$ cat config.mk
export PLATFORM = sky130hd
export DESIGN_NAME = text_expression_calculator_top
export DESIGN_NICKNAME = d
export VERILOG_FILES = /design/src/sv/tec_pkg.sv /design/src/sv/text_expression_calculator_top.sv
export SDC_FILE = /design/constraint.sdc
export NUM_CORES = 1
export LEC_CHECK = 0
export ABC_CLOCK_PERIOD_IN_PS = 6100
export BUFFER_PORTS_ARGS = -buffer_cell sky130_fd_sc_hd__buf_4
export CORE_ASPECT_RATIO = 1.75
export CORE_MARGIN = 1.5
export CORE_UTILIZATION = 35
export CTS_CLUSTER_SIZE = 8
export DETAILED_ROUTE_END_ITERATION = 10
export GPL_ROUTABILITY_DRIVEN = 0
export HOLD_SLACK_MARGIN = 0.12
export SYNTH_ARGS = -nofsm -noshare
export SYNTH_HDL_FRONTEND = slang
export SYNTH_SLANG_ARGS = --single-unit
$ cat constraint.sdc
create_clock -name clk -period 6.1 [get_ports clk]
set_input_delay 0.915 -clock clk [delete_from_list [all_inputs] [get_ports clk]]
set_output_delay 0.915 -clock clk [all_outputs]
set_load 0.02 [all_outputs]
$ cat src/sv/tec_pkg.sv
// Shared types and constants for the text expression calculator.
package tec_pkg;

  // Character codes recognized by the line parser.
  localparam logic [7:0] CH_PLUS  = 8'h2B;
  localparam logic [7:0] CH_MINUS = 8'h2D;
  localparam logic [7:0] CH_STAR  = 8'h2A;
  localparam logic [7:0] CH_SLASH = 8'h2F;
  localparam logic [7:0] CH_SPACE = 8'h20;
  localparam logic [7:0] CH_TAB   = 8'h09;
  localparam logic [7:0] CH_ZERO  = 8'h30;
  localparam logic [7:0] CH_NINE  = 8'h39;

  // Operator codes.
  localparam logic [1:0] OP_ADD = 2'd0;
  localparam logic [1:0] OP_SUB = 2'd1;
  localparam logic [1:0] OP_MUL = 2'd2;
  localparam logic [1:0] OP_DIV = 2'd3;

  // Result status codes.
  localparam logic [1:0] STAT_OK    = 2'd0;
  localparam logic [1:0] STAT_PARSE = 2'd1;
  localparam logic [1:0] STAT_DIV0  = 2'd2;

  // Data width and the step counter of the multiply and divide loops.
  localparam int unsigned DATA_W = 32;
  localparam int unsigned STEP_W = $clog2(DATA_W);
  localparam logic [STEP_W-1:0] LAST_STEP = STEP_W'(DATA_W - 1);

  // Parser position within the line.
  typedef enum logic [2:0] {
    PH_LEFT_START,
    PH_LEFT_DIGITS,
    PH_OP_WAIT,
    PH_RIGHT_START,
    PH_RIGHT_DIGIT,
    PH_TAIL
  } parse_phase_t;

  // Evaluation sequencer states.
  typedef enum logic [3:0] {
    ST_IDLE,
    ST_SIGN_A,
    ST_SIGN_B,
    ST_ADD,
    ST_MUL,
    ST_ABS_A,
    ST_ABS_B,
    ST_DIV,
    ST_FIX,
    ST_OUT
  } eval_state_t;

endpackage

$ cat src/sv/text_expression_calculator_top.sv
// Character-stream parser and evaluator for one "a op b" line per result.
//
// Characters are taken one per beat on the char channel when not stalled, and
// the parser state advances as they arrive. A beat with line_end high ends the
// line and starts evaluation on a single shared 33-bit adder/subtractor that a
// small sequencer steps through sign fixing, a 32-step shift-add multiply or a
// 32-step restoring divide. The char channel stalls from the cycle after the
// end-of-line beat until the result has been loaded into the output register.
// A parse error or divide by zero goes straight to the output state, while a
// valid line first runs the sign fixing and its operation on the shared adder.
// If the previous result still waits on the result channel, the load and the
// stall stretch until that beat is taken.
// Characters of the next line are taken while a finished result still waits
// on the result channel.
module text_expression_calculator_top
  import tec_pkg::*;
(
  input  logic               clk,
  input  logic               rst,
  input  logic               char_valid,
  output logic               char_stall,
  input  logic [7:0]         ch,
  input  logic               line_end,
  output logic               result_valid,
  input  logic               result_stall,
  output logic [1:0]         status,
  output logic signed [31:0] value
);

  // Parser registers.
  parse_phase_t      phase, phase_next;
  logic [DATA_W-1:0] left_acc, left_acc_next;
  logic              left_neg, left_neg_next;
  logic [DATA_W-1:0] num_acc, num_acc_next;
  logic              num_neg, num_neg_next;
  logic              digit_seen, digit_seen_next;
  logic [1:0]        op_code, op_code_next;
  logic              syn_fail, syn_fail_next;

  // Sequencer and evaluation registers.
  eval_state_t       state, state_next;
  logic [DATA_W-1:0] op_a, op_b, work, rem;
  logic              a_neg, b_neg, neg_res;
  logic [1:0]        eval_op, pend_status;
  logic [STEP_W-1:0] step;

  // Shared adder/subtractor.
  logic [DATA_W:0]   alu_x, alu_y, alu_sum;
  logic              alu_sub;

  logic              char_take, line_take, complete;
  logic              is_blank, is_digit, is_op;
  logic [1:0]        ch_op;
  logic [DATA_W-1:0] acc_times10, rem_sh;
  logic              out_load;

  assign char_stall = (state != ST_IDLE);
  assign char_take  = char_valid && (state == ST_IDLE);
  assign line_take  = char_take && line_end;

  // Character classes.
  assign is_blank = (ch == CH_SPACE) || (ch == CH_TAB);
  assign is_digit = (ch >= CH_ZERO) && (ch <= CH_NINE);
  always_comb begin
    is_op = 1'b1;
    ch_op = OP_ADD;
    case (ch)
      CH_PLUS:  ch_op = OP_ADD;
      CH_MINUS: ch_op = OP_SUB;
      CH_STAR:  ch_op = OP_MUL;
      CH_SLASH: ch_op = OP_DIV;
      default:  is_op = 1'b0;
    endcase
  end

  // Decimal accumulate: acc * 10 + digit, wrapping at 32 bits.
  assign acc_times10 = (num_acc << 3) + (num_acc << 1) + {{(DATA_W-4){1'b0}}, ch[3:0]};

  assign complete = !syn_fail &&
                    (((phase == PH_RIGHT_DIGIT) && digit_seen) || (phase == PH_TAIL));

  // Next parser state for one character.
  always_comb begin
    phase_next      = phase;
    left_acc_next   = left_acc;
    left_neg_next   = left_neg;
    num_acc_next    = num_acc;
    num_neg_next    = num_neg;
    digit_seen_next = digit_seen;
    op_code_next    = op_code;
    syn_fail_next   = syn_fail;
    if (!syn_fail) begin
      unique case (phase)
        PH_LEFT_START, PH_RIGHT_START: begin
          if (!is_blank) begin
            if (ch == CH_PLUS || ch == CH_MINUS || is_digit) begin
              phase_next = (phase == PH_LEFT_START) ? PH_LEFT_DIGITS : PH_RIGHT_DIGIT;
              if (ch == CH_MINUS) begin
                num_neg_next = 1'b1;
              end
              if (is_digit) begin
                num_acc_next    = acc_times10;
                digit_seen_next = 1'b1;
              end
            end else begin
              syn_fail_next = 1'b1;
            end
          end
        end
        PH_LEFT_DIGITS, PH_OP_WAIT: begin
          if (phase == PH_LEFT_DIGITS && is_digit) begin
            num_acc_next    = acc_times10;
            digit_seen_next = 1'b1;
          end else if (phase == PH_LEFT_DIGITS && !digit_seen) begin
            syn_fail_next = 1'b1;
          end else begin
            // Leaving the left operand keeps its magnitude and sign.
            if (phase == PH_LEFT_DIGITS) begin
              left_acc_next = num_acc;
              left_neg_next = num_neg;
            end
            if (is_blank) begin
              phase_next = PH_OP_WAIT;
            end else if (is_op) begin
              op_code_next    = ch_op;
              num_acc_next    = '0;
              num_neg_next    = 1'b0;
              digit_seen_next = 1'b0;
              phase_next      = PH_RIGHT_START;
            end else begin
              syn_fail_next = 1'b1;
            end
          end
        end
        PH_RIGHT_DIGIT: begin
          if (is_digit) begin
            num_acc_next    = acc_times10;
            digit_seen_next = 1'b1;
          end else if (!digit_seen || !is_blank) begin
            syn_fail_next = 1'b1;
          end else begin
            phase_next = PH_TAIL;
          end
        end
        PH_TAIL: begin
          if (!is_blank) begin
            syn_fail_next = 1'b1;
          end
        end
        default: syn_fail_next = 1'b1;
      endcase
    end
  end

  // Parser registers: advance on characters, return to start on end of line.
  always_ff @(posedge clk) begin
    if (rst || line_take) begin
      phase      <= PH_LEFT_START;
      left_acc   <= '0;
      left_neg   <= 1'b0;
      num_acc    <= '0;
      num_neg    <= 1'b0;
      digit_seen <= 1'b0;
      op_code    <= OP_ADD;
      syn_fail   <= 1'b0;
    end else if (char_take) begin
      phase      <= phase_next;
      left_acc   <= left_acc_next;
      left_neg   <= left_neg_next;
      num_acc    <= num_acc_next;
      num_neg    <= num_neg_next;
      digit_seen <= digit_seen_next;
      op_code    <= op_code_next;
      syn_fail   <= syn_fail_next;
    end
  end

  // Divide step: shift the next dividend bit into the partial remainder.
  assign rem_sh = {rem[DATA_W-2:0], work[DATA_W-1]};

  // Operand selection for the shared adder.
  always_comb begin
    alu_x   = '0;
    alu_y   = '0;
    alu_sub = 1'b0;
    unique case (state)
      ST_SIGN_A: begin
        alu_y   = {1'b0, op_a};
        alu_sub = a_neg;
      end
      ST_SIGN_B: begin
        alu_y   = {1'b0, op_b};
        alu_sub = b_neg;
      end
      ST_ADD: begin
        alu_x   = {1'b0, op_a};
        alu_y   = {1'b0, op_b};
        alu_sub = (eval_op == OP_SUB);
      end
      ST_MUL: begin
        alu_x = {1'b0, work};
        alu_y = op_b[0] ? {1'b0, op_a} : '0;
      end
      ST_ABS_A: begin
        alu_y   = {1'b0, op_a};
        alu_sub = op_a[DATA_W-1];
      end
      ST_ABS_B: begin
        alu_y   = {1'b0, op_b};
        alu_sub = op_b[DATA_W-1];
      end
      ST_DIV: begin
        alu_x   = {1'b0, rem_sh};
        alu_y   = {1'b0, op_b};
        alu_sub = 1'b1;
      end
      ST_FIX: begin
        alu_y   = {1'b0, work};
        alu_sub = neg_res;
      end
      ST_IDLE, ST_OUT: begin
        alu_sub = 1'b0;
      end
      default: alu_sub = 1'b0;
    endcase
  end

  assign alu_sum = alu_x + (alu_sub ? ~alu_y : alu_y) + {{DATA_W{1'b0}}, alu_sub};

  assign out_load = (state == ST_OUT) && (!result_valid || !result_stall);

  // Sequencer next state.
  always_comb begin
    state_next = state;
    unique case (state)
      ST_IDLE: begin
        if (line_take) begin
          if (!complete || (op_code == OP_DIV && num_acc == '0)) begin
            state_next = ST_OUT;
          end else begin
            state_next = ST_SIGN_A;
          end
        end
      end
      ST_SIGN_A: state_next = ST_SIGN_B;
      ST_SIGN_B: begin
        unique case (eval_op)
          OP_ADD, OP_SUB: state_next = ST_ADD;
          OP_MUL:         state_next = ST_MUL;
          OP_DIV:         state_next = ST_ABS_A;
          default:        state_next = ST_ADD;
        endcase
      end
      ST_ADD:   state_next = ST_OUT;
      ST_MUL:   state_next = (step == LAST_STEP) ? ST_OUT : ST_MUL;
      ST_ABS_A: state_next = ST_ABS_B;
      ST_ABS_B: state_next = ST_DIV;
      ST_DIV:   state_next = (step == LAST_STEP) ? ST_FIX : ST_DIV;
      ST_FIX:   state_next = ST_OUT;
      ST_OUT:   state_next = out_load ? ST_IDLE : ST_OUT;
      default:  state_next = ST_IDLE;
    endcase
  end

  always_ff @(posedge clk) begin
    if (rst) begin
      state <= ST_IDLE;
    end else begin
      state <= state_next;
    end
  end

  // Evaluation datapath.
  always_ff @(posedge clk) begin
    unique case (state)
      ST_IDLE: begin
        if (line_take) begin
          op_a    <= left_acc;
          a_neg   <= left_neg;
          op_b    <= num_acc;
          b_neg   <= num_neg;
          eval_op <= op_code;
          step    <= '0;
          work    <= '0;
          rem     <= '0;
          neg_res <= 1'b0;
          if (!complete) begin
            pend_status <= STAT_PARSE;
          end else if (op_code == OP_DIV && num_acc == '0) begin
            pend_status <= STAT_DIV0;
          end else begin
            pend_status <= STAT_OK;
          end
        end
      end
      ST_SIGN_A: op_a <= alu_sum[DATA_W-1:0];
      ST_SIGN_B: op_b <= alu_sum[DATA_W-1:0];
      ST_ADD:    work <= alu_sum[DATA_W-1:0];
      ST_MUL: begin
        work <= alu_sum[DATA_W-1:0];
        op_a <= op_a << 1;
        op_b <= op_b >> 1;
        step <= step + 1'b1;
      end
      ST_ABS_A: begin
        neg_res <= op_a[DATA_W-1] ^ op_b[DATA_W-1];
        work    <= alu_sum[DATA_W-1:0];
      end
      ST_ABS_B: op_b <= alu_sum[DATA_W-1:0];
      ST_DIV: begin
        // A borrow out of the top bit means the divisor did not fit.
        work <= {work[DATA_W-2:0], ~alu_sum[DATA_W]};
        rem  <= alu_sum[DATA_W] ? rem_sh : alu_sum[DATA_W-1:0];
        step <= step + 1'b1;
      end
      ST_FIX: work <= alu_sum[DATA_W-1:0];
      ST_OUT: begin
        work <= work;
      end
      default: work <= work;
    endcase
  end

  // Output register: holds a result until the consumer takes the beat.
  always_ff @(posedge clk) begin
    if (rst) begin
      result_valid <= 1'b0;
    end else if (out_load) begin
      result_valid <= 1'b1;
    end else if (!result_stall) begin
      result_valid <= 1'b0;
    end
  end

  always_ff @(posedge clk) begin
    if (out_load) begin
      status <= pend_status;
      value  <= (pend_status == STAT_OK) ? signed'(work) : '0;
    end
  end

endmodule

==> results.ini, run 1 <==
[logic_synthesis]
synthTopCellsByArea=edfxtp_1, dfxtp_1, ha_1, o21ai_0, a22oi_1
ys_ff_latch=251
ys_async_sr_fraction_pct=0
syn_inst=1598
syn_nets=1705
ys_seq_area_share_pct=43.9
synth_top_area_share_pct=33.8
synth_area_per_cell_um2=9.63
synth_top_cell_by_area=edfxtp_1
synth-edff-count=173
yosysWarnings=0
synthTopCellsByCount=edfxtp_1, nand2_1, o21ai_0, nor2_1, a21oi_1
post-synth-top-count-cell=edfxtp_1
yosys.cell_types.count=76
synthesis.area_um2=15400
synthFlopType=edfxtp_1

[floorplan]
io_pins=49
die_h_um=280
die_area_um2=45300
rows=101
die_x_um=162
core_um2=43300
start_util_pct=35.5

[pwr]
sw_frac_of_total_pct=40.0
power_frac_seq_pct=36.4
vdd_ir_drop_max_mv=0.195
power.total_uw=7240
power.density_nw_per_um2=413
internal_power_uw=4350
combPwrFrac_pct=36.8
leakagePower_uw=0.00688
p_switching_uw=2900
clkPwrFrac_pct=26.8

[sta]
finalHoldViolCount=0
tightest_slew_ns=1.19
worst_clock_skew_ns=0.0175
period_minus_slack_ns=5.78
drv_slew=0
rsz0062_at_grt=no
period_share_pct=94.7
clock.fmax_mhz=173
slew_headroom_pct=21.0
finalSetupViolCount=0
tns_ns=0

[critical_path]
slowest_delay_ns=0.87
r2r-start=state[1]$_SDFFE_PP0P_
crit_required_ns=6.34
worstSetupStartpointType=flip-flop
cpLargestDelayFamily=compound AO/OA/AOI/OAI gates
cpMaxStageDelayCell=a2111oi_1
critPathKind=reg -> reg
critical_path_arrival_ns=6.02
cp.buffers_inverters=3
worst_setup_path_end_kind=flip-flop
cp_max_fo=12
rr_endpoint=op_b[27]$_DFFE_PP_
setup.worst_path.start=state[1]$_SDFFE_PP0P_
crit_top_cell=buf_4
cp_cell_sequence=buf_4 -> nand2b_1 -> nor3_1 -> nor4_4 -> buf_4 -> buf_4 -> xor2_1 -> ha_1 -> nand4_1 -> or2_2 -> o31ai_1 -> a21oi_1 -> o21ai_0 -> a2111oi_1 -> o41ai_1 -> a21oi_1 -> xor2_1 -> o21ai_0
crit_end=op_b[27]$_DFFE_PP_
r2r_slack_ns=0.32
path_depth=18
rr_worst_depth=18

[drt]
first_iter_violations=1165
vias=12700
route.detailed.drc=0
routed_wl_mm=46.2
viasPerCell=5.74
wl_per_cell_um=20.9
final_antenna_net_count=0
firstDrtPassIters=7

[cts]
clockBufferDepth=3
clkSlewWorstSetupHoldPaths_ns=0.05
clk_latency_ns=0.53
h-tree-depth=2
cts_tree=built
cts-root-buf=clkbuf_16
cts.sinks=251
cts_made_buffers=37

[final_layout]
syn2layout_area_growth_pct=13.9
nNetsFinal=1729
fillCellCount=4245
antenna_cells=0
drive_gt1_share_pct=9.47

[global_route]
grt_pass1_vias=12900
grt.overflow.total=0
antenna_found_initial=0
grt_pass1_wl_mm=72.0
grtUsageTotal_pct=20.3
grt_max_degree=98

[min_path]
hold_class=reg -> reg
min-delay-start=left_neg$_SDFFE_PP0P_

[placement]
dp_hpwl_mm=33.7
port_buffers=48

[run_status]
status=finished, final reports clean

[flow_run]
maxCapViolations=0

==> logic make-up after synthesis <==
| group | count (synthesis) | share of synthesized area (%) |
|---|---|---|
| xor gates and xnor gates | 111 | 6.32 |
| AOI/OAI and AO/OA | 525 | 23.1 |
| muxes | 28 | 1.85 |
| buffers and inverters | 162 | 4.01 |
| DFF | 251 | 43.9 |
| and+or+nand+nor | 427 | 13.0 |
| adders and majority gates | 94 | 7.79 |
==> power groups by stage <==
| stage | Clock (uW) | Combinational (uW) | Sequential [uW] |
|---|---|---|---|
| after CTS | 1970 | 2650 | 2630 |
| after floorplan | 0 | 1830 | 2490 |
| final | 1940 | 2670 | 2630 |
| after global routing | 2030 | 2880 | 2670 |
| after global placement | 0 | 2610 | 2650 |
| after detailed placement | 0 | 2640 | 2660 |
==> through the flow <==
| stage | hold slack (ns) | cell area, um^2 | util, % | instances | setup slack (ns) |
|---|---|---|---|---|---|
| 2_1_floorplan | 0.408 | 15400 | - | 1598 | 0.988 |
| 3_3_place_gp | 0.416 | 16500 | 38.0 | 2149 | 0.285 |
| 3_5_place_dp | 0.437 | 16500 | 38.0 | 2149 | 0.226 |
| 4_1_cts | 0.448 | 17500 | 40.4 | 2214 | 0.215 |
| 5_1_grt | 0.462 | 17500 | 40.4 | 2214 | 0.00634 |
| 6_report | 0.445 | 17500 | 40.4 | 2214 | 0.321 |
==> cell type report <==
cell class	count	area, um^2	area share, %
well taps	566	708	4.04
clock inverters	3	47.5	0.271
multi-input cells	1185	8090	46.2
inverters	64	240	1.37
flip-flops and latches	251	6760	38.6
clock buffers	62	1020	5.82
repair buffers	83	661	3.77
==> worst min-delay path by stage <==
stage	slack [ns]	cells past startpoint	to
4_1_cts	0.45	0	a_neg$_DFFE_PP_
5_1_grt	0.46	2	left_acc[1]$_SDFFE_PP0P_
6_report	0.44	0	a_neg$_DFFE_PP_
3_5_place_dp	0.44	0	a_neg$_DFFE_PP_
2_1_floorplan	0.41	0	a_neg$_DFFE_PP_
3_3_place_gp	0.42	0	a_neg$_DFFE_PP_
==> repair_timing <==
item	4_1_cts	5_1_grt
setup buffers	0	0
setup endpoints to repair	0	3
hold buffers	0	0
resized for setup	0	1
==> sequential cells by signal, summed over array words and instances (netlist names), 2 cells and up, named ones only <==
register	count
left_acc	32
num_acc	32
op_a	32
op_b	32
value	32
work	32
rem	31
step	5
state	4
eval_op	2
op_code	2
pend_status	2
phase	2
status	2
==> routing by layer <==
| layer | share of wire, % | GRT usage (%) |
|---|---|---|
| met4 | 4.8 | 10.8 |
| met3 | 4.5 | 1.94 |
| met2 | 53 | 38.0 |
| met5 | 0 | 0 |
| met1 | 38 | 22.4 |
==> layout by cell type (no fill, tap or decap), types with 7 or more instances in the layout <==
cell type	count
nor4_1	9
edfxtp_1	173
nand3_1	19
a22oi_1	83
nor2b_1	10
o21ai_0	133
dfxtp_1	78
a221oi_1	7
inv_1	63
clkbuf_1	25
a222oi_1	56
xnor2_1	44
ha_1	91
nand2b_1	18
a21oi_1	105
clkbuf_16	37
nor2_1	111
nand4_1	7
nor3_1	13
xor2_1	66
or2_2	7
buf_4	80
mux2i_1	25
nand2_1	160
a31oi_1	12
a21o_1	37
a211oi_1	12
o21bai_1	8
a22o_1	9
and2_1	35
o21ai_1	7
Power figures use the tool's default switching activity.
==> inputs of run 2 (changes only) <==
--- a/config.mk
+++ b/config.mk
@@ -7,7 +7,6 @@
 export LEC_CHECK = 0
 export ABC_CLOCK_PERIOD_IN_PS = 6100
 export BUFFER_PORTS_ARGS = -buffer_cell sky130_fd_sc_hd__buf_4
-export CORE_ASPECT_RATIO = 1.75
 export CORE_MARGIN = 1.5
 export CORE_UTILIZATION = 35
 export CTS_CLUSTER_SIZE = 8
==> run 2 against run 1 <==
  * Sequential share of layout area shrank 0.15 points
  * Sequential power barely moved
  * Flip-flop and latch count stayed put
  * Utilization grew 0.24 points
  * Die area down 0.11%
==> results.ini, run 2 (synthesis gave the netlist of run 1 again) <==
[floorplan]
die_area_um2=45200  ; was 45,300 um^2
die_h_um=213  ; was 280 um
die_x_um=213  ; was 162 um
rows=76  ; was 101
core_um2=43300  ; about the same
start_util_pct=35.6  ; was 35.5%
io_pins=49  ; unchanged

[pwr]
leakagePower_uw=0.00690  ; was 0.00688 uW
power.total_uw=7380  ; was 7240 uW
power.density_nw_per_um2=420  ; was 413 nW/um^2
vdd_ir_drop_max_mv=0.202  ; was 0.195 mV

[cts]
cts-root-buf=clkbuf_16  ; unchanged
h-tree-depth=2  ; unchanged
clkSlewWorstSetupHoldPaths_ns=0.05  ; about the same
cts_setup_buffers=0  ; unchanged
cts_tree=built  ; unchanged
clockBufferDepth=3  ; unchanged
clk_latency_ns=0.55  ; was 0.53 ns
cts_made_buffers=38  ; was 37
cts.sinks=251  ; unchanged

[drt]
route.detailed.drc=0  ; unchanged
final_antenna_net_count=0  ; unchanged
first_iter_violations=1647  ; was 1,165
firstDrtPassIters=9  ; was 7
routed_wl_mm=45.9  ; was 46.2 mm
wl_per_cell_um=20.5  ; was 20.9 um
vias=13000  ; was 12,700
viasPerCell=5.83  ; was 5.74

[final_layout]
nNetsFinal=1729  ; unchanged
post-route-util_pct=40.7  ; was 40.4%
antenna_cells=0  ; unchanged
syn2layout_area_growth_pct=14.4  ; was 13.9%
finalInstanceArea_um2=17600  ; was 17,500 um^2
layout_common_cells=edfxtp_1, nand2_1, o21ai_0  ; unchanged
layout_commonest_cell=edfxtp_1  ; unchanged
fillCellCount=4201  ; was 4,245
drive_gt1_share_pct=9.75  ; was 9.47%

[sta]
clock.fmax_mhz=173  ; about the same
slew_headroom_pct=15.5  ; was 21.0%
drv_slew=0  ; unchanged
tns_ns=0  ; unchanged
rsz0062_at_grt=no  ; unchanged
worst_clock_skew_ns=0.0257  ; was 0.0175 ns
whs_ns=0.429  ; was 0.445 ns
finalHoldViolCount=0  ; unchanged
period_share_pct=94.8  ; was 94.7%
finalSetupViolCount=0  ; unchanged
tightest_slew_ns=1.27  ; was 1.19 ns
period_minus_slack_ns=5.78  ; about the same

[critical_path]
worstSetupStartpointType=flip-flop  ; unchanged
cp_cell_sequence=inv_2 -> nor2_1 -> buf_4 -> a21o_2 -> buf_4 -> a222oi_1 -> xor2_1 -> ha_1 -> nand4_1 -> or2_2 -> o31ai_1 -> a21oi_1 -> o21ai_0 -> a2111oi_1 -> o41ai_1 -> a21oi_1 -> xor2_1 -> o21ai_0  ; was buf_4 -> nand2b_1 -> nor3_1 -> nor4_4 -> buf_4 -> buf_4 -> xor2_1 -> ha_1 -> nand4_1 -> or2_2 -> o31ai_1 -> a21oi_1 -> o21ai_0 -> a2111oi_1 -> o41ai_1 -> a21oi_1 -> xor2_1 -> o21ai_0
cp.buffers_inverters=3  ; unchanged
cpLargestDelayFamily=compound AO/OA/AOI/OAI gates  ; unchanged
cp_max_fo=18  ; was 12
worst_setup_path_end_kind=flip-flop  ; unchanged
crit_required_ns=6.33  ; was 6.34 ns
critPathKind=reg -> reg  ; unchanged
slowest_delay_ns=0.87  ; about the same
cpMaxStageDelayCell=a2111oi_1  ; unchanged
critical_path_arrival_ns=6.01  ; was 6.02 ns

[flow_run]
maxCapViolations=0  ; unchanged

[run_status]
status=finished, final reports clean  ; unchanged

[min_path]
hold_class=reg -> reg  ; unchanged

[global_route]
grt_pass1_vias=12700  ; was 12,900
grt.overflow.total=0  ; unchanged
grtUsageTotal_pct=20.6  ; was 20.3%
grt_pass1_wl_mm=72.5  ; was 72.0 mm
grt_max_degree=86  ; was 98
antenna_found_initial=0  ; unchanged

[placement]
dp_hpwl_mm=31.8  ; was 33.7 mm
port_buffers=48  ; unchanged
dpl_cell_area_um2=16400  ; was 16,500 um^2

## run 2: cell type report
class	instances	area [um^2]	share of cell area, %
Inverter	64	240	1.37
Timing Repair Buffer	82	628	3.57
Sequential cell	251	6760	38.4
Clock inverter	5	66.3	0.377
Multi-Input combinational cell	1185	8090	46.0
Clock buffer	64	1080	6.14
Tap cell	585	732	4.16
## run 2: power breakdown
part	internal [uW]	total, uW	switching (uW)	leakage [uW]
registers	2280	2660	380	0.00226
clock network	1250	2020	772	0.000548
logic	886	2710	1820	0.00409
## run 2: routing by layer
metal	global-route usage [%]	vias to the layer above	routed length, um
met4	7.48	0	1390
met1	27.8	6340	19800
met3	4.19	93	3860
li1	-	6065	-
met5	0	-	0
met2	32.8	540	20800
## run 2: metrics by stage
stage / std cells / worst slack, ns
after global placement: 2167 / 0.128
after floorplan: 1598 / 0.988
after detailed placement: 2167 / 0.116
final: 2236 / 0.320
after global routing: 2236 / 0.147
after CTS: 2236 / 0.230
## run 2: final timing paths
| path | start | to | slack, ns | depth (start not counted) |
|---|---|---|---|---|
| min reg2reg | left_neg$_SDFFE_PP0P_ | a_neg$_DFFE_PP_ | 0.43 | 0 |
| max reg2reg | state[0]$_SDFFE_PP0P_ | op_a[27]$_DFFE_PP_ | 0.32 | 18 |
| min | left_neg$_SDFFE_PP0P_ | a_neg$_DFFE_PP_ | 0.43 | 0 |
| max | state[0]$_SDFFE_PP0P_ | op_a[27]$_DFFE_PP_ | 0.32 | 18 |
## run 2: worst reg2reg max path, stage by stage, from the launching register on
cell       delay [ns]
dfxtp_1          0.77
inv_2            0.21
nor2_1           0.15
buf_4            0.15
a21o_2           0.29
buf_4            0.31
a222oi_1         0.15
xor2_1           0.19
ha_1             0.42
nand4_1          0.26
or2_2            0.18
o31ai_1          0.07
a21oi_1          0.14
o21ai_0          0.24
a2111oi_1        0.87
o41ai_1          0.23
a21oi_1          0.31
xor2_1           0.40
o21ai_0          0.14
## run 2: repair_timing
item / 4_1_cts / 5_1_grt
gates cloned: 0 / 0
endpoints found under the setup margin: 2 / 4
hold buffers: 0 / 0
pin swaps: 0 / 0
gates resized for setup: 1 / 3
